### src/rtl/core/lpa_pkg.sv
package lpa_pkg;

  localparam int CORDIC_STEPS = 16;
  localparam int XW           = 36;
  localparam int PRESCALE     = 14;
  localparam int ZW           = 32;

  localparam logic [1:0] ST_OK     = 2'd0;
  localparam logic [1:0] ST_EMPTY  = 2'd1;
  localparam logic [1:0] ST_DEGEN  = 2'd2;

  localparam logic [2:0] REG_A_SX = 3'd0;
  localparam logic [2:0] REG_A_SY = 3'd1;
  localparam logic [2:0] REG_A_EX = 3'd2;
  localparam logic [2:0] REG_A_EY = 3'd3;
  localparam logic [2:0] REG_B_SX = 3'd4;
  localparam logic [2:0] REG_B_SY = 3'd5;
  localparam logic [2:0] REG_B_EX = 3'd6;
  localparam logic [2:0] REG_B_EY = 3'd7;

  localparam logic [31:0] PI_Q30  = 32'd3373259426;
  localparam logic [15:0] DEG_K   = 16'd46080;

  typedef struct packed {
    logic            vld;
    logic [1:0]      status;
    logic signed [XW-1:0] xa;
    logic signed [XW-1:0] ya;
    logic [ZW-1:0]   za;
    logic signed [XW-1:0] xb;
    logic signed [XW-1:0] yb;
    logic [ZW-1:0]   zb;
  } cordic_stage_t;

  function automatic logic [ZW-1:0] atan_lut(input logic [4:0] i);
    logic [ZW-1:0] v;
    case (i)
      5'd0:  v = 32'h20000000;
      5'd1:  v = 32'h12E4051E;
      5'd2:  v = 32'h09FB385B;
      5'd3:  v = 32'h051111D4;
      5'd4:  v = 32'h028B0D43;
      5'd5:  v = 32'h0145D7E1;
      5'd6:  v = 32'h00A2F61E;
      5'd7:  v = 32'h00517C55;
      5'd8:  v = 32'h0028BE53;
      5'd9:  v = 32'h00145F2F;
      5'd10: v = 32'h000A2F98;
      5'd11: v = 32'h000517CC;
      5'd12: v = 32'h00028BE6;
      5'd13: v = 32'h000145F3;
      5'd14: v = 32'h0000A2FA;
      5'd15: v = 32'h0000517D;
      5'd16: v = 32'h000028BE;
      5'd17: v = 32'h0000145F;
      5'd18: v = 32'h00000A30;
      5'd19: v = 32'h00000518;
      5'd20: v = 32'h0000028C;
      5'd21: v = 32'h00000146;
      5'd22: v = 32'h000000A3;
      5'd23: v = 32'h00000051;
      default: v = '0;
    endcase
    return v;
  endfunction

endpackage

### src/rtl/core/lpa_scale.sv
module lpa_scale
  import lpa_pkg::*;
(
  input  logic          clk,
  input  logic          rst_n,
  input  cordic_stage_t st_i,
  output logic          vld_o,
  output logic          ok_o,
  output logic [1:0]    status_o,
  output logic [15:0]   deg_o,
  output logic [15:0]   rad_o
);

  logic [ZW-1:0] d;
  logic [ZW:0]   m_nxt, m_r;
  logic          v1_r, v2_r;
  logic [1:0]    s1_r, s2_r;
  logic [64:0]   prad_r;
  logic [48:0]   pdeg_r;
  logic [64:0]   rsum;
  logic [48:0]   dsum;

  assign d = st_i.za - st_i.zb;
  assign m_nxt = d[ZW-1] ? ((ZW+1)'(1) << ZW) - {1'b0, d} : {1'b0, d};

  always_ff @(posedge clk) begin
    if (!rst_n) begin
      v1_r <= 1'b0;
      v2_r <= 1'b0;
    end else begin
      v1_r <= st_i.vld;
      v2_r <= v1_r;
    end
    s1_r <= st_i.status;
    m_r  <= m_nxt;
    s2_r <= s1_r;
    prad_r <= 65'(m_r) * 65'(PI_Q30);
    pdeg_r <= 49'(m_r) * 49'(DEG_K);
  end

  assign rsum = prad_r + (65'(1) << 46);
  assign dsum = pdeg_r + (49'(1) << 30);

  assign vld_o    = v2_r;
  assign ok_o     = (s2_r == ST_OK);
  assign status_o = s2_r;
  assign deg_o    = (s2_r == ST_OK) ? dsum[46:31] : 16'd0;
  assign rad_o    = (s2_r == ST_OK) ? rsum[62:47] : 16'd0;

`ifndef SYNTH
  a_status_legal: assert property (@(posedge clk) disable iff (!rst_n)
    vld_o |-> (status_o == ST_OK || status_o == ST_EMPTY || status_o == ST_DEGEN))
    else $error("bad status");
  a_vld_delay: assert property (@(posedge clk) disable iff (!rst_n)
    st_i.vld |-> ##2 vld_o) else $error("valid lost");
  a_zero_on_err: assert property (@(posedge clk) disable iff (!rst_n)
    (vld_o && !ok_o) |-> (deg_o == 16'd0 && rad_o == 16'd0)) else $error("angle on error");
`endif

endmodule

### config.mk
export PLATFORM = sky130hd
export DESIGN_NAME = lpa_scale
export DESIGN_NICKNAME = d
export VERILOG_FILES = /design/src/rtl/core/lpa_pkg.sv /design/src/rtl/core/lpa_scale.sv
export SDC_FILE = /design/constraint.sdc
export NUM_CORES = 1
export LEC_CHECK = 0
export ABC_AREA = 1
export ABC_CLOCK_PERIOD_IN_PS = 5500
export BUFFER_PORTS_ARGS = -buffer_cell sky130_fd_sc_hd__buf_2
export CAP_MARGIN = 25
export CORE_MARGIN = 2
export CORE_UTILIZATION = 56
export DETAILED_ROUTE_END_ITERATION = 10
export PLACE_DENSITY = 0.79
export SLEW_MARGIN = 5
export SYNTH_ARGS = -nofsm -noshare
export SYNTH_HDL_FRONTEND = slang
export SYNTH_SLANG_ARGS = --single-unit
### constraint.sdc
create_clock -name clk -period 5.5 [get_ports clk]
set_input_delay 0.55 -clock clk [delete_from_list [all_inputs] [get_ports clk]]
set_output_delay 0.55 -clock clk [all_outputs]
set_load 0.005 [all_outputs]
Word level (Yosys, flattened, before mapping)
Index checks and enable logic that the tools add are counted.
{ "word_totals": {"register_bits": 138, "out_inout_bits": 36, "wordCells": 18, "inputBits": 213} }
{ "classes": {"mul": 2, "n_reduce_logical": 1, "mux": 3, "add_sub_neg": 4} }
{ "ops": {"columns": ["operator", "count"], "rows": [
  ["adder 63 x 47 -> 63 bit, second input constant", 1],
  ["multiplier 33 x 31 -> 62 bit, second input constant", 1],
  ["adder 47 x 31 -> 47 bit, second input constant", 1],
  ["multiplier 33 x 6 -> 37 bit, second input constant", 1],
  ["subtractor 33 x 32 -> 33 bit, first input constant", 1],
  ["two-way mux 16 bit", 2],
  ["subtractor 32 bit", 1],
  ["two-way mux 31 bit", 1],
  ["logical NOT 2 bit", 1]
]} }

Logic depth before layout (Yosys ltp)
{ "depth": {"ltp_word": 3, "mapped_depth": 28, "depth_no_buf": 28} }

Worst setup path before layout
Ideal clock, no wire load.
{ "synth_path": {"path_kind": "register to register", "from": "reg m_r[9]", "to": "reg prad_r[55]", "path_buffers": 0, "path_stages_with_launch": 28, "arrival_ps": 5739, "path_slack_ps": -356, "required_time_ps": 5383, "cell_sequence": "dfxtp_1 inv_1 fa_1 xnor2_1 ha_1 inv_1 fa_1 inv_1 ha_1 inv_1 fa_1 inv_1 fa_1 fa_1 ha_1 ha_1 nand2_1 nor2_1 inv_1 nor2_1 nand4_1 or3_1 nand2_1 nand2_1 inv_1 nor2_1 nand2_1 nand2_1"} }
{ "synth_between": {"elab_chain_cells": 1} }
{ "synth_rtl": {"columns": ["item", "line", "source"], "rows": [
  ["from (decl)", "lpa_scale.sv:15", "logic [ZW:0] m_nxt, m_r;"],
  ["from (signal assigned)", "lpa_scale.sv:35", "m_r <= m_nxt;"],
  ["multiplier 33 x 31 -> 62 bit", "lpa_scale.sv:37", "prad_r <= 65'(m_r) * 65'(PI_Q30);"],
  ["to (signal assigned)", "lpa_scale.sv:37", null],
  ["to (decl)", "lpa_scale.sv:18", "logic [64:0] prad_r;"]
]} }
No other way between the ends.
A chain may end at the register's enable or synchronous reset.

Worst setup path after layout
{ "layout_path": {"from": "reg m_r[15]", "to": "reg prad_r[55]"} }
The elaborated chain is that of the path after synthesis.

==> flow_summary.json <==
{
  "timing.fmax_mhz": 155,
  "fin_nets": 4727,
  "grt_pass1_wl_um": 123000,
  "path_common_cell": "nand2_1",
  "critPathMaxFanout": 7,
  "cts_hold_buf": 0,
  "htreeDepth": 3,
  "drv_cap": 0,
  "ys.flop_type": "dfxtp_1",
  "die_h_um": 216,
  "grt_usage_pct": 34.2,
  "rows": 77,
  "cp.required_ns": 5.78,
  "r2r-end": "prad_r[55]",
  "slew_viol_final": 0,
  "synthAdderAreaFrac_pct": 55.2,
  "synthArstFlopShare_pct": 0,
  "worstSetupPathType": "reg2reg",
  "yosys_warnings": 0,
  "ys_seq_area_share_pct": 5.81,
  "violations": "negative setup slack",
  "synth-xor-area-share_pct": 2.67,
  "layout_setup_ws_ns": -0.943,
  "fp.dieArea_mm2": 0.0466,
  "crit_slowest_cell": "fa_1",
  "routed_wl_um": 89900,
  "min_period_over_period_pct": 117,
  "rsz0062_at_grt": "true",
  "ant_nets": 0,
  "via_count": 23800,
  "avgSynthCellArea_um2": 7.93,
  "layout-drive-gt1-share_pct": 26.0,
  "critPathArrivalTime_ns": 6.72,
  "multi_input_area_mm2": 0.0225,
  "tritoncts": "done",
  "first_pass_iters": 8,
  "ys_ff_latch": 73,
  "synth-simple-area-share_pct": 15.9,
  "synth_edf_count": 0,
  "via_per_inst": 5.58,
  "cp-startpoint": "m_r[15]",
  "r2r_setup_slack_ns": -0.94,
  "grt_util_met2_pct": 57.1,
  "synth.area.mux_share_pct": 0,
  "ctsLongestPathBuffers": 2,
  "numClockSinks": 73,
  "syn_nets": 4240,
  "hp-class": "in2reg",
  "grt_overflow": 0,
  "setup.worst_path.end_class": "register",
  "fillers": 3100,
  "gp_congestion": 1.00,
  "synthCells": 3170,
  "post_drt_wl_per_cell_um": 21.1,
  "dp_hpwl_um": 64000,
  "clk_latency_ns": 0.40,
  "setup_viol": 17,
  "synth_cell_types": 44,
  "drcViolationCount": 0,
  "synth_compound_area_share_pct": 6.89,
  "r2r_cells": 28,
  "antenna_found_initial": 4,
  "syn_to_final_growth_pct": 27.1,
  "grt_start_max_net_pins": 31,
  "synth_top_family_by_area": "adder cells",
  "critical_path_depth": 28,
  "period_needed_ns": 6.44,
  "grt_busiest_layer": "met2",
  "port_buffers": 104,
  "timing.critical_path.max_delay_family": "adder cells",
  "io_pins": 249,
  "critPathCapture": "prad_r[55]",
  "grt_util_met3_pct": 7.06,
  "numCtsBuffers": 9,
  "die_w_um": 216,
  "skew_ns": 0.0115,
  "cts-root-buf": "clkbuf_16",
  "start_kind": "register",
  "core_area_mm2": 0.0443,
  "max_stage_delay_ns": 0.75,
  "finalHoldViolCount": 0,
  "final.setup.tns_ns": -14.29,
  "drt_iter0_markers": 2327,
  "syn-cell-area_mm2": 0.0251,
  "cp.buffers_inverters": 7,
  "slew_headroom_pct": 49.4,
  "outcome": "finished with violations",
  "grt_pass1_vias": 23900,
  "grtUsageMet1_pct": 40.0,
  "final-seq-area_mm2": 0.00156,
  "start_util_pct": 56.7,
  "worst_pin_slew_ns": 0.754,
  "worstReg2RegStart": "m_r[15]",
  "clk_pin_slew_ns": 0.07
}
[how the worst min path moves through the flow]
stage | startpoint | endpoint | slack [ns] | cells past startpoint
after global placement | s1_r[0] | status_o[0] | 0.31 | 0
after detailed placement | s1_r[0] | status_o[0] | 0.32 | 0
after global routing | st_i[209] | s1_r[1] | 0.25 | 1
after floorplan | s1_r[0] | status_o[0] | 0.31 | 0
after CTS | st_i[209] | s1_r[1] | 0.25 | 1
final | st_i[208] | s1_r[0] | 0.26 | 1
[registers in the layout (all words and copies together) (netlist names)]
register and count:
m_r 33, pdeg_r 17, prad_r 17, s1_r 2, status_o 2, v1_r 1
vld_o 1
[placed cells by master, fill, tap and decap left out, types with 11 or more instances in the layout]
| cell | count |
|---|---|
| o21ai_2 | 20 |
| nor3_1 | 26 |
| xor2_1 | 41 |
| a21oi_1 | 116 |
| nand2_1 | 498 |
| ha_4 | 91 |
| buf_2 | 105 |
| xnor2_1 | 28 |
| fa_1 | 371 |
| nor2_2 | 40 |
| nand3_2 | 13 |
| nor2_4 | 23 |
| ha_1 | 340 |
| nor2_1 | 161 |
| nand4_1 | 29 |
| inv_2 | 46 |
| nand3_1 | 75 |
| o21ai_1 | 12 |
| o21ai_0 | 60 |
| a21oi_4 | 13 |
| dfxtp_4 | 24 |
| a21oi_2 | 28 |
| nand2_2 | 44 |
| nand2_4 | 11 |
| buf_4 | 365 |
| inv_1 | 843 |
| fa_2 | 50 |
| o21bai_1 | 13 |
| dfxtp_1 | 43 |
[per-layer routing]
layer  wire, um  share of wire [%]  up-vias
met3       9250                 10      550
met1      31500                 35    11200
met4       8630                9.6        0
li1           -                  -    10700
met5          0                  0        -
met2      40600                 45     1369
[worst reg2reg max path: cells and delay by family (launching register included)]
kind / cells / cell delay [ns]
flip-flops: 1 / 0.40
adder cells (fa/ha/maj): 9 / 4.01
buffers and inverters: 7 / 0.70
AND/OR/NAND/NOR: 11 / 1.10
AO/OA/AOI/OAI: 1 / 0.11
[per-stage QoR]
step                setup WS, ns  util, %  hold slack, ns  instance area (um2)  instances
detailed placement        -0.497     65.6           0.316                29100       4197
floorplan                -0.0422        -           0.310                25300       3170
CTS                       -0.333     69.7           0.248                30900       4230
finish                    -0.943     72.1           0.257                32000       4257
global route              -0.984     72.1           0.254                31900       4254
global placement          -0.437     65.6           0.312                29100       4197
[kinds of logic after synthesis]
kind of cell / count (synthesis)
other: 1
AOI/OAI and AO/OA: 312
adders and majority gates: 857
xor gates and xnor gates: 75
and+or+nand+nor: 954
DFF: 73
buffers and inverters: 898
[synthesized netlist by cell type (all sizes together) (7+ instances only)]
| library cell | number | area share (%) |
|---|---|---|
| a21o | 8 | 0.24 |
| a21oi | 157 | 3.2 |
| a31oi | 10 | 0.25 |
| dfxtp | 73 | 5.8 |
| fa | 421 | 34 |
| ha | 436 | 22 |
| inv | 891 | 13 |
| nand2 | 553 | 8.5 |
| nand3 | 89 | 1.9 |
| nand3b | 10 | 0.30 |
| nand4 | 29 | 0.72 |
| nor2 | 224 | 3.5 |
| nor3 | 35 | 0.76 |
| nor4 | 7 | 0.17 |
| o21a | 9 | 0.27 |
| o21ai | 92 | 1.9 |
| o21bai | 16 | 0.48 |
| xnor2 | 29 | 1.0 |
| xor2 | 46 | 1.7 |
[timing repair]
action,CTS,global route
endpoints found under the setup margin,17,17
resized for setup,269,210
pin swaps,108,115
cloned,0,0
endpoints found under the hold margin,0,0
buffers inserted,17,24
[cell type report]
cell class / count / area share [%]
Multi-Input combinational cell: 2199 / 70.6
Timing Repair Buffer: 482 / 10.7
Inverter: 892 / 10.5
Sequential cell: 73 / 4.88
Tap cell: 592 / 2.32
Clock buffer: 10 / 0.783
Clock inverter: 6 / 0.219
Antenna cell: 3 / 0.0235
Power is not shown: default switching activity piles up to over one toggle a cycle in this logic, so the estimate is an artifact.
