`src/rtl/core/lpa_pkg.sv`:
```
package lpa_pkg;

  localparam int CORDIC_STEPS = 16;
  localparam int XW           = 36;
  localparam int PRESCALE     = 14;
  localparam int ZW           = 32;

  localparam logic [1:0] ST_OK     = 2'd0;
  localparam logic [1:0] ST_EMPTY  = 2'd1;
  localparam logic [1:0] ST_DEGEN  = 2'd2;

  localparam logic [2:0] REG_A_SX = 3'd0;
  localparam logic [2:0] REG_A_SY = 3'd1;
  localparam logic [2:0] REG_A_EX = 3'd2;
  localparam logic [2:0] REG_A_EY = 3'd3;
  localparam logic [2:0] REG_B_SX = 3'd4;
  localparam logic [2:0] REG_B_SY = 3'd5;
  localparam logic [2:0] REG_B_EX = 3'd6;
  localparam logic [2:0] REG_B_EY = 3'd7;

  localparam logic [31:0] PI_Q30  = 32'd3373259426;
  localparam logic [15:0] DEG_K   = 16'd46080;

  typedef struct packed {
    logic            vld;
    logic [1:0]      status;
    logic signed [XW-1:0] xa;
    logic signed [XW-1:0] ya;
    logic [ZW-1:0]   za;
    logic signed [XW-1:0] xb;
    logic signed [XW-1:0] yb;
    logic [ZW-1:0]   zb;
  } cordic_stage_t;

  function automatic logic [ZW-1:0] atan_lut(input logic [4:0] i);
    logic [ZW-1:0] v;
    case (i)
      5'd0:  v = 32'h20000000;
      5'd1:  v = 32'h12E4051E;
      5'd2:  v = 32'h09FB385B;
      5'd3:  v = 32'h051111D4;
      5'd4:  v = 32'h028B0D43;
      5'd5:  v = 32'h0145D7E1;
      5'd6:  v = 32'h00A2F61E;
      5'd7:  v = 32'h00517C55;
      5'd8:  v = 32'h0028BE53;
      5'd9:  v = 32'h00145F2F;
      5'd10: v = 32'h000A2F98;
      5'd11: v = 32'h000517CC;
      5'd12: v = 32'h00028BE6;
      5'd13: v = 32'h000145F3;
      5'd14: v = 32'h0000A2FA;
      5'd15: v = 32'h0000517D;
      5'd16: v = 32'h000028BE;
      5'd17: v = 32'h0000145F;
      5'd18: v = 32'h00000A30;
      5'd19: v = 32'h00000518;
      5'd20: v = 32'h0000028C;
      5'd21: v = 32'h00000146;
      5'd22: v = 32'h000000A3;
      5'd23: v = 32'h00000051;
      default: v = '0;
    endcase
    return v;
  endfunction

endpackage

```
`src/rtl/core/lpa_prep.sv`:
```
module lpa_prep
  import lpa_pkg::*;
(
  input  logic                clk,
  input  logic                rst_n,
  input  logic                vld_in,
  input  logic                image_empty,
  input  logic signed [15:0]  a_sx,
  input  logic signed [15:0]  a_sy,
  input  logic signed [15:0]  a_ex,
  input  logic signed [15:0]  a_ey,
  input  logic signed [15:0]  b_sx,
  input  logic signed [15:0]  b_sy,
  input  logic signed [15:0]  b_ex,
  input  logic signed [15:0]  b_ey,
  output cordic_stage_t       st_o
);

  logic signed [16:0] dxa, dya, dxb, dyb;
  logic signed [16:0] pxa, pya, pxb, pyb;
  logic [ZW-1:0] pza, pzb;
  cordic_stage_t st_r, st_nxt;

  assign dxa = 17'(a_ex) - 17'(a_sx);
  assign dya = 17'(a_ey) - 17'(a_sy);
  assign dxb = 17'(b_ex) - 17'(b_sx);
  assign dyb = 17'(b_ey) - 17'(b_sy);

  always_comb begin
    pxa = dxa; pya = dya; pza = '0;
    if (dxa < 0) begin
      if (dya >= 0) begin
        pxa = dya; pya = -dxa; pza = 32'h40000000;
      end else begin
        pxa = -dya; pya = dxa; pza = 32'hC0000000;
      end
    end
    pxb = dxb; pyb = dyb; pzb = '0;
    if (dxb < 0) begin
      if (dyb >= 0) begin
        pxb = dyb; pyb = -dxb; pzb = 32'h40000000;
      end else begin
        pxb = -dyb; pyb = dxb; pzb = 32'hC0000000;
      end
    end
  end

  always_comb begin
    st_nxt.vld = vld_in;
    if (image_empty) begin
      st_nxt.status = ST_EMPTY;
    end else if ((dxa == 0 && dya == 0) || (dxb == 0 && dyb == 0)) begin
      st_nxt.status = ST_DEGEN;
    end else begin
      st_nxt.status = ST_OK;
    end
    st_nxt.xa = XW'(pxa) <<< PRESCALE;
    st_nxt.ya = XW'(pya) <<< PRESCALE;
    st_nxt.za = pza;
    st_nxt.xb = XW'(pxb) <<< PRESCALE;
    st_nxt.yb = XW'(pyb) <<< PRESCALE;
    st_nxt.zb = pzb;
  end

  always_ff @(posedge clk) begin
    if (!rst_n) begin
      st_r.vld <= 1'b0;
    end else begin
      st_r.vld <= st_nxt.vld;
    end
    st_r.status <= st_nxt.status;
    st_r.xa <= st_nxt.xa;
    st_r.ya <= st_nxt.ya;
    st_r.za <= st_nxt.za;
    st_r.xb <= st_nxt.xb;
    st_r.yb <= st_nxt.yb;
    st_r.zb <= st_nxt.zb;
  end

  assign st_o = st_r;

endmodule

```
`config.mk`:
```
export PLATFORM = sky130hd
export DESIGN_NAME = lpa_prep
export DESIGN_NICKNAME = d
export VERILOG_FILES = /design/src/rtl/core/lpa_pkg.sv /design/src/rtl/core/lpa_prep.sv
export SDC_FILE = /design/constraint.sdc
export NUM_CORES = 1
export LEC_CHECK = 0
export BUFFER_PORTS_ARGS = -buffer_cell sky130_fd_sc_hd__buf_2
export CAP_MARGIN = 25
export CORE_UTILIZATION = 35
export DETAILED_ROUTE_END_ITERATION = 8
export HOLD_SLACK_MARGIN = 0.02
export PLACE_DENSITY = 0.62
export SLEW_MARGIN = 20
export SYNTH_ARGS = -nofsm -noshare
export SYNTH_HDL_FRONTEND = slang
export SYNTH_SLANG_ARGS = --single-unit
```
`constraint.sdc`:
```
create_clock -name clk -period 3.7 [get_ports clk]
set_input_delay 0 -clock clk [delete_from_list [all_inputs] [get_ports clk]]
set_output_delay 0 -clock clk [all_outputs]
set_load 0.02 [all_outputs]
```
[Word level (Yosys, flattened, before mapping)]
Index checks and enable logic that the tools add are counted.
Operators by class
  add/subtract/negate cells: 8
  order comparisons: 4
  mux-type cells: 11
  reduce and logical (&&, ||, !) cells: 7
Operator list (number)
  two-way mux 17 bit: 8
  zero test 32 bit: 4
  negator 17 bit: 4
  subtractor 16 x 16 -> 17 bit: 4
  two-way mux 32 bit: 2
  greater-or-equal comparator 17 x 1 -> 1 bit (second input constant): 2
  less-than comparator 17 x 1 -> 1 bit (second input constant): 2
  logical AND 1 bit: 2
  two-way mux 2 bit: 1
  logical OR 1 bit: 1
Word-level totals
  register bits after elaboration: 135

[Longest topological paths before layout]
Gate-level depths: netlist of the first run.
  word-level depth: 5
  mapped depth: 15

[Worst setup path after synthesis of the first run]
No wires, ideal clock.
  path type: input-to-reg
  start: input a_ex[0]
  end: register st_o[166] (netlist name)
  library setup time: 130 ps
  arrival: 2646 ps
  data required time: 3570 ps
  setup slack: 924 ps
  stages on the path: 14
  cell sequence: inv_1 ha_1 fa_1 nor2b_1 o31ai_1 a22oi_1 a211oi_1 xnor2_1 a2111oi_0 nand3_1 nor2_1 ha_1 nand2_1 nand2_1
Between the ends
  cells in the longest elaborated chain, start to end: 4
Ends and longest elaborated chain
  start, declared: line lpa_prep.sv:10  | input logic signed [15:0] a_ex,
  subtractor 16 x 16 -> 17 bit *: line lpa_prep.sv:24  | assign dxa = 17'(a_ex) - 17'(a_sx);
  negator 17 bit: line lpa_prep.sv:33  | pxa = dya; pya = -dxa; pza = 32'h40000000;
  two-way mux 17 bit: line lpa_prep.sv:32  | if (dya >= 0) begin
  two-way mux 17 bit *: line lpa_prep.sv:31  | if (dxa < 0) begin
  via pya[16]: line lpa_prep.sv:20  | logic signed [16:0] pxa, pya, pxb, pyb;
Mark *: on every way through the listed nets, which the timed path passes. The rest lies on a longest branch.
A chain may end at the register's enable or synchronous reset.

[Worst setup path in the final report of the first run]
  start: input a_sx[0]
  end: register st_o[166] (netlist name)
Between the ends
  cells in the longest elaborated chain, start to end: 4
Ends and longest elaborated chain
  start, declared: line lpa_prep.sv:8  | input logic signed [15:0] a_sx,
  subtractor 16 x 16 -> 17 bit *: line lpa_prep.sv:24
  negator 17 bit: line lpa_prep.sv:33
  two-way mux 17 bit: line lpa_prep.sv:32
  two-way mux 17 bit *: line lpa_prep.sv:31
  via pya[16]: line lpa_prep.sv:20
Marked as above.

==> metrics.yaml, run 1 <==
power_and_ir_drop:
  powerDensity_nw_per_um2: 438
  irDropWorstVdd_mv: 0.315
  p_leak_nw: 4.68
yosys:
  synth_enable_flop_cells: 0
  syn_area_um2: 8130
  synth_most_common_cell: "buf_4"
  synth_cells: 1062
  ys_types: 84
  ys_seq_elements: 75
  yosysTopAreaCellShare: 0.185
  yosys_warnings: 0
  yosys.area.top_type: "dfxtp_1"
  async_flop_share: 0
  ys.flop_type: "dfxtp_1"
  synthTopCellsByArea: "dfxtp_1 18%, buf_4 13%, ha_1 11%"
  ys_seq_area_frac: 0.185
  netlist_top_cells_count: "136 x buf_4, 90 x nor2_1, 88 x inv_1"
  synth_area_per_cell_um2: 7.66
run:
  maxCapViolCount: 0
clocking:
  clk_path_buf_depth: 2
  cts_root_buffer: "clkbuf_16"
  ctsResizeCount: 0
  numCtsBuffers: 9
  h-tree-depth: 3
  clk_pin_slew_worst_paths_ns: 0.07
  cts_sinks: 75
  cts_tree: "yes"
drt:
  post_drt_wl_per_cell_um: 13.6
  dr.pass1.iters: 6
  wirelength_um: 21200
  viasPerCell: 4.78
  ant_nets: 0
  vias: 7442
  drtIter0Drc: 275
  drc: 0
sta:
  rsz0062_at_grt: "no"
  max_slew_margin: 0.424
  setup_violations: 0
  finalCritPeriodShare: 0.794
  min_period_ns: 2.94
  tightest_slew_ns: 0.843
  finalHoldViolations: 0
  maxSlewViolCount: 0
  timing.setup.tns_ns: 0
  fmax_ghz: 0.340
global_routing:
  track_usage: 0.170
  grt_pass1_wl_um: 33000
  grt_pass1_vias: 6779
  grt_remaining_overflow: 0
  grt_max_degree: 36
  antenna_found_initial: 0
min_path:
  hold-path-endpoint: "st_o[150]"
  min_path_cells: 3
  hold_start: "a_sx[0]"
  hp-class: "input port to register"
die:
  coreArea_um2: 22700
  rows: 55
  die_h_um: 154
  ios: 343
  start_util: 0.358
  die_w_um: 154
  fp.dieArea_um2: 23900
setup_path:
  critPathKind: "input port to register"
  worstPathCellList: "buf_2 -> ha_1 -> fa_1 -> nor2b_1 -> o31ai_1 -> a22oi_1 -> a211oi_1 -> xnor2_1 -> a2111oi_0 -> nand3_1 -> nor2_1 -> ha_1 -> nand2_1 -> nand2_1"
  critPathLaunchType: "input port"
  critPathMaxStageDelay_ns: 0.76
  cpLargestDelayFamily: "compound AO/OA/AOI/OAI gates"
  cp.required_ns: 3.92
  crit_slowest_cell: "a2111oi_0"
  path_max_fanout: 4
  worst_setup_path_end_kind: "register"
  path_buf_inv: 1
  arrival_ns: 3.15
cells_and_area:
  largest_reg_flops: 75
  layout-drive-gt1-share: 0.222
  diodes: 0
  fin_nets: 1477
  area_delta_synth_final_pct: 14.9
  utilization: 0.412
place:
  gp_congestion: 0.863
  dp_hpwl_um: 17600
  port_buffers: 226
status:
  status: "finished, final reports clean"
-- worst max path at each step --
stage | from | to | slack [ns] | cells after the start
finish | a_sx[0] | st_o[166] | 0.76 | 14
global route | a_ex[0] | st_o[166] | 0.55 | 15
CTS | a_sx[0] | st_o[166] | 0.81 | 14
detailed placement | a_sx[0] | st_o[166] | 0.46 | 14
global placement | a_sx[0] | st_o[166] | 0.52 | 14
floorplan | a_ex[0] | st_o[166] | 0.92 | 14
-- power breakdown --
| group | switching [mW] | internal [mW] | leakage [nW] |
|---|---|---|---|
| sequential | 0.0864 | 1.03 | 0.631 |
| combinational | 1.37 | 0.775 | 3.92 |
| clock | 0.375 | 0.462 | 0.126 |
| total | 1.83 | 2.27 | 4.68 |
-- routing by layer --
layer,GRT usage,wire (um),up-vias
met2,0.326,10800,225
met5,0,0,-
met4,0.0349,250,0
met3,0.0409,1480,18
li1,-,-,3860
met1,0.189,8620,3339
-- cells in the final DEF (no fill, tap or decap), drive strengths merged, types with 34 or more instances in the layout --
master	synthesis	layout
a21oi	85	85
buf	140	240
conb	1	116
dfxtp	75	75
ha	74	74
inv	89	92
nand2	51	51
nor2	90	90
o21ai	62	62
xnor2	52	52
xor2	34	34
-- layout make-up --
type,instances,area (um^2)
multi-input cells,849,5610
well taps,285,357
flip-flops and latches,75,1500
clock buffers,10,229
repair buffers,243,1270
fillers,2398,13400
inverters,89,334
clock inverters,6,48.8
-- metrics by stage --
| stage | cell area [um^2] | power [mW] | setup WS, ns | instances | hold slack [ns] |
|---|---|---|---|---|---|
| 6_report | 9350 | 4.09 | 0.762 | 1557 | 0.0744 |
| 5_1_grt | 9350 | 4.37 | 0.550 | 1557 | 0.0958 |
| 4_1_cts | 9350 | 4.12 | 0.809 | 1557 | 0.0803 |
| 3_5_place_dp | 9040 | 3.27 | 0.460 | 1538 | 0.185 |
| 3_3_place_gp | 9040 | 3.26 | 0.524 | 1538 | 0.175 |
| 2_1_floorplan | 8570 | 2.75 | 0.924 | 1177 | 0.0277 |
-- what timing repair did --
action                                 CTS  global route
endpoints found under the hold margin    2             0
hold buffers                             3             0
setup buffers                            0             0
-- logic make-up after synthesis --
logic type                 after synthesis  synth area share
other                                    1          0.000461
buffers and inverters                  253             0.180
muxes                                   20            0.0251
adders and majority gates               78             0.124
xor gates and xnor gates                86            0.0926
and+or+nand+nor                        281             0.175
AOI/OAI and AO/OA                      268             0.219
DFF                                     75             0.185
Power figures use the tool's default switching activity.
==> run 2: changes to the inputs <==
--- a/config.mk
+++ b/config.mk
@@ -10,7 +10,7 @@
 export CORE_UTILIZATION = 35
 export DETAILED_ROUTE_END_ITERATION = 8
 export HOLD_SLACK_MARGIN = 0.02
-export PLACE_DENSITY = 0.62
+export PLACE_DENSITY = 0.64
 export SLEW_MARGIN = 20
 export SYNTH_ARGS = -nofsm -noshare
 export SYNTH_HDL_FRONTEND = slang
==> constraint.sdc (replaced) <==
create_clock -name clk -period 2.45 [get_ports clk]
set_input_delay 0 -clock clk [delete_from_list [all_inputs] [get_ports clk]]
set_output_delay 0 -clock clk [all_outputs]
set_load 0.02 [all_outputs]
==> run 2 against run 1 <==
  * Combinational power up 87%
  * Flip-flop and latch count unchanged
  * Utilization up 9.1 points
  * Via count grew 14%
  * Non-clock buffer count rose by 200
  * Power up 76%
  * Sequential power up 54%
  * Critical path depth rose by 1
  * Die area is the same
  * Count of clock-buffer cells in the layout is the same
==> metrics.yaml, run 2 (synthesis gave the netlist of run 1 again) <==
cells_and_area:
  diodes: 0  # unchanged
  area_delta_synth_final_pct: 40.4
  final_cells: 1757  # +13%
  nFillCells: 2239  # -6.6%
  final_common_cell: "buf_2"
  fin_nets: 1677  # +14%
  final_cell_mix: "221 x buf_2, 209 x buf_4, 116 x conb_1"
  largest_reg_flops: 75  # unchanged
  multi_input_area_um2: 6040  # +7.6%
  register_area_um2: 1500  # unchanged
  utilization: 0.503  # +0.0912
  layout-drive-gt1-share: 0.371  # +0.149
power_and_ir_drop:
  power_mw: 7.22  # +76%
  p_leak_nw: 5.77  # +23%
  powerDensity_nw_per_um2: 633  # +44%
  irDropWorstVdd_mv: 0.496  # +58%
global_routing:
  grt_pass1_wl_um: 37200  # +13%
  grt_max_degree: 39  # +8.3%
  grt_remaining_overflow: 0  # unchanged
  track_usage: 0.191  # +0.0210
  antenna_found_initial: 0  # unchanged
  grt_pass1_vias: 7919  # +17%
drt:
  wirelength_um: 23700  # +12%
  dr.pass1.iters: 4  # -2
  viasPerCell: 4.84  # +1.3%
  post_drt_wl_per_cell_um: 13.5  # -0.80%
  vias: 8508  # +14%
  drtIter0Drc: 258  # -6.2%
  ant_nets: 0  # unchanged
  drc: 0  # unchanged
run:
  maxCapViolCount: 0  # unchanged
sta:
  rsz0062_at_grt: "yes"
  finalHoldViolations: 0  # unchanged
  max_slew_margin: 0.531  # +0.107
  worst_slack_ns: 0.0424  # -0.720 ns
  finalCritPeriodShare: 0.983
  fmax_ghz: 0.415
  setup_violations: 0  # unchanged
  maxSlewViolCount: 0  # unchanged
  tightest_slew_ns: 0.695  # -0.148 ns
  min_period_ns: 2.41
  timing.setup.tns_ns: 0  # unchanged
setup_path:
  crit_slowest_cell: "or3b_4"
  cp.required_ns: 2.68  # -1.24 ns
  worst_setup_path_end_kind: "register"
  critPathLaunchType: "input port"
  crit_path_end: "st_o[166]"
  critPathKind: "input port to register"
  cpLargestDelayFamily: "simple AND/OR/NAND/NOR gates"
  crit_start: "a_ex[0]"
  critPathMaxStageDelay_ns: 0.45  # -0.31 ns
  worstPathCellList: "buf_8 -> inv_4 -> ha_4 -> fa_2 -> nor2b_4 -> o31a_1 -> or3_1 -> a221oi_2 -> or3b_4 -> nor4_4 -> nand3_1 -> nor2_1 -> ha_2 -> nand2_1 -> nand2_1"
  cp_common_cell: "nand2_1"
  path_buf_inv: 2  # +1
  arrival_ns: 2.64  # -0.51 ns
  path_max_fanout: 4  # unchanged
  cp.depth: 15  # +1
place:
  dp_cells: 1734  # +13%
  dp_hpwl_um: 19500  # +10%
  port_buffers: 226  # unchanged
  gp_congestion: 0.919  # +6.6%
  pre_cts_ws_ns: -0.309  # -0.769 ns
status:
  status: "finished, final reports clean"
die:
  ios: 343  # unchanged
  die_h_um: 154  # unchanged
  die_w_um: 154  # unchanged
  coreArea_um2: 22700  # unchanged
  rows: 55  # unchanged
  start_util: 0.358  # unchanged
  fp.dieArea_um2: 23900  # unchanged
clocking:
  cts_root_buffer: "clkbuf_16"
  cts_sinks: 75  # unchanged
  clk_pin_slew_worst_paths_ns: 0.07  # about the same
  numCtsBuffers: 9  # unchanged
  h-tree-depth: 3  # unchanged
  cts_tree: "yes"
  clk_path_buf_depth: 2  # unchanged
min_path:
  hp-class: "input port to register"
==> run 2: cell types whose count changed in the layout (fill, tap and decap cells not counted), moves of 4 or more <==
| cell | change |
|---|---|
| buf_12 | +4 |
| ha_1 | -11 |
| fa_1 | -4 |
| inv_2 | +4 |
| buf_4 | +195 |
| buf_6 | +5 |
| ha_2 | +4 |
| ha_4 | +7 |
| inv_1 | -6 |
| fa_2 | +4 |
| buf_2 | -5 |
| o21ai_0 | -4 |
| nor2b_1 | -4 |
==> run 2: routing by layer <==
metal,up-vias,track usage,share of wire,routed length (um)
met1,3910,0.228,0.42,9990
li1,4281,-,-,-
met2,288,0.352,0.50,12000
met3,29,0.0269,0.054,1290
met5,-,0,0,0
met4,0,0.0570,0.020,467
==> run 2: what timing repair did <==
action | 4_1_cts | 5_1_grt
hold buffers | 3 | 0
endpoints found under the setup margin | 0 | 39
hold endpoints to repair | 3 | 0
buffers inserted | 0 | 4
gates resized for setup | 0 | 71
==> run 2: report_power, final <==
group | total, mW | internal [mW] | leakage [nW] | switching (mW)
logic | 4.00 | 1.74 | 4.98 | 2.26
registers | 1.73 | 1.56 | 0.631 | 0.172
clock network | 1.49 | 0.908 | 0.159 | 0.583
==> run 2: area by class of cell <==
| class | instances | share of cell area |
|---|---|---|
| Multi-Input combinational cell | 849 | 0.529 |
| Timing Repair Buffer | 443 | 0.250 |
| Sequential cell | 75 | 0.131 |
| Tap cell | 285 | 0.0312 |
| Inverter | 89 | 0.0299 |
| Clock buffer | 10 | 0.0201 |
| Clock inverter | 6 | 0.00855 |
==> run 2: worst min-delay path by stage <==
stage,from,to,slack (ns),cells after the start
3_3_place_gp,image_empty,st_o[208],0.16,1
4_1_cts,b_sx[0],st_o[46],0.08,3
5_1_grt,b_sx[0],st_o[82],0.13,3
2_1_floorplan,image_empty,st_o[208],0.03,0
6_report,b_sx[0],st_o[46],0.09,3
3_5_place_dp,image_empty,st_o[208],0.15,1
==> run 2: metrics by stage <==
step | hold slack (ns) | area (um^2)
after floorplan | 0.0277 | 8710
final | 0.0882 | 11400
after global placement | 0.160 | 10700
after CTS | 0.0835 | 11000
after detailed placement | 0.155 | 10700
after global routing | 0.132 | 11400
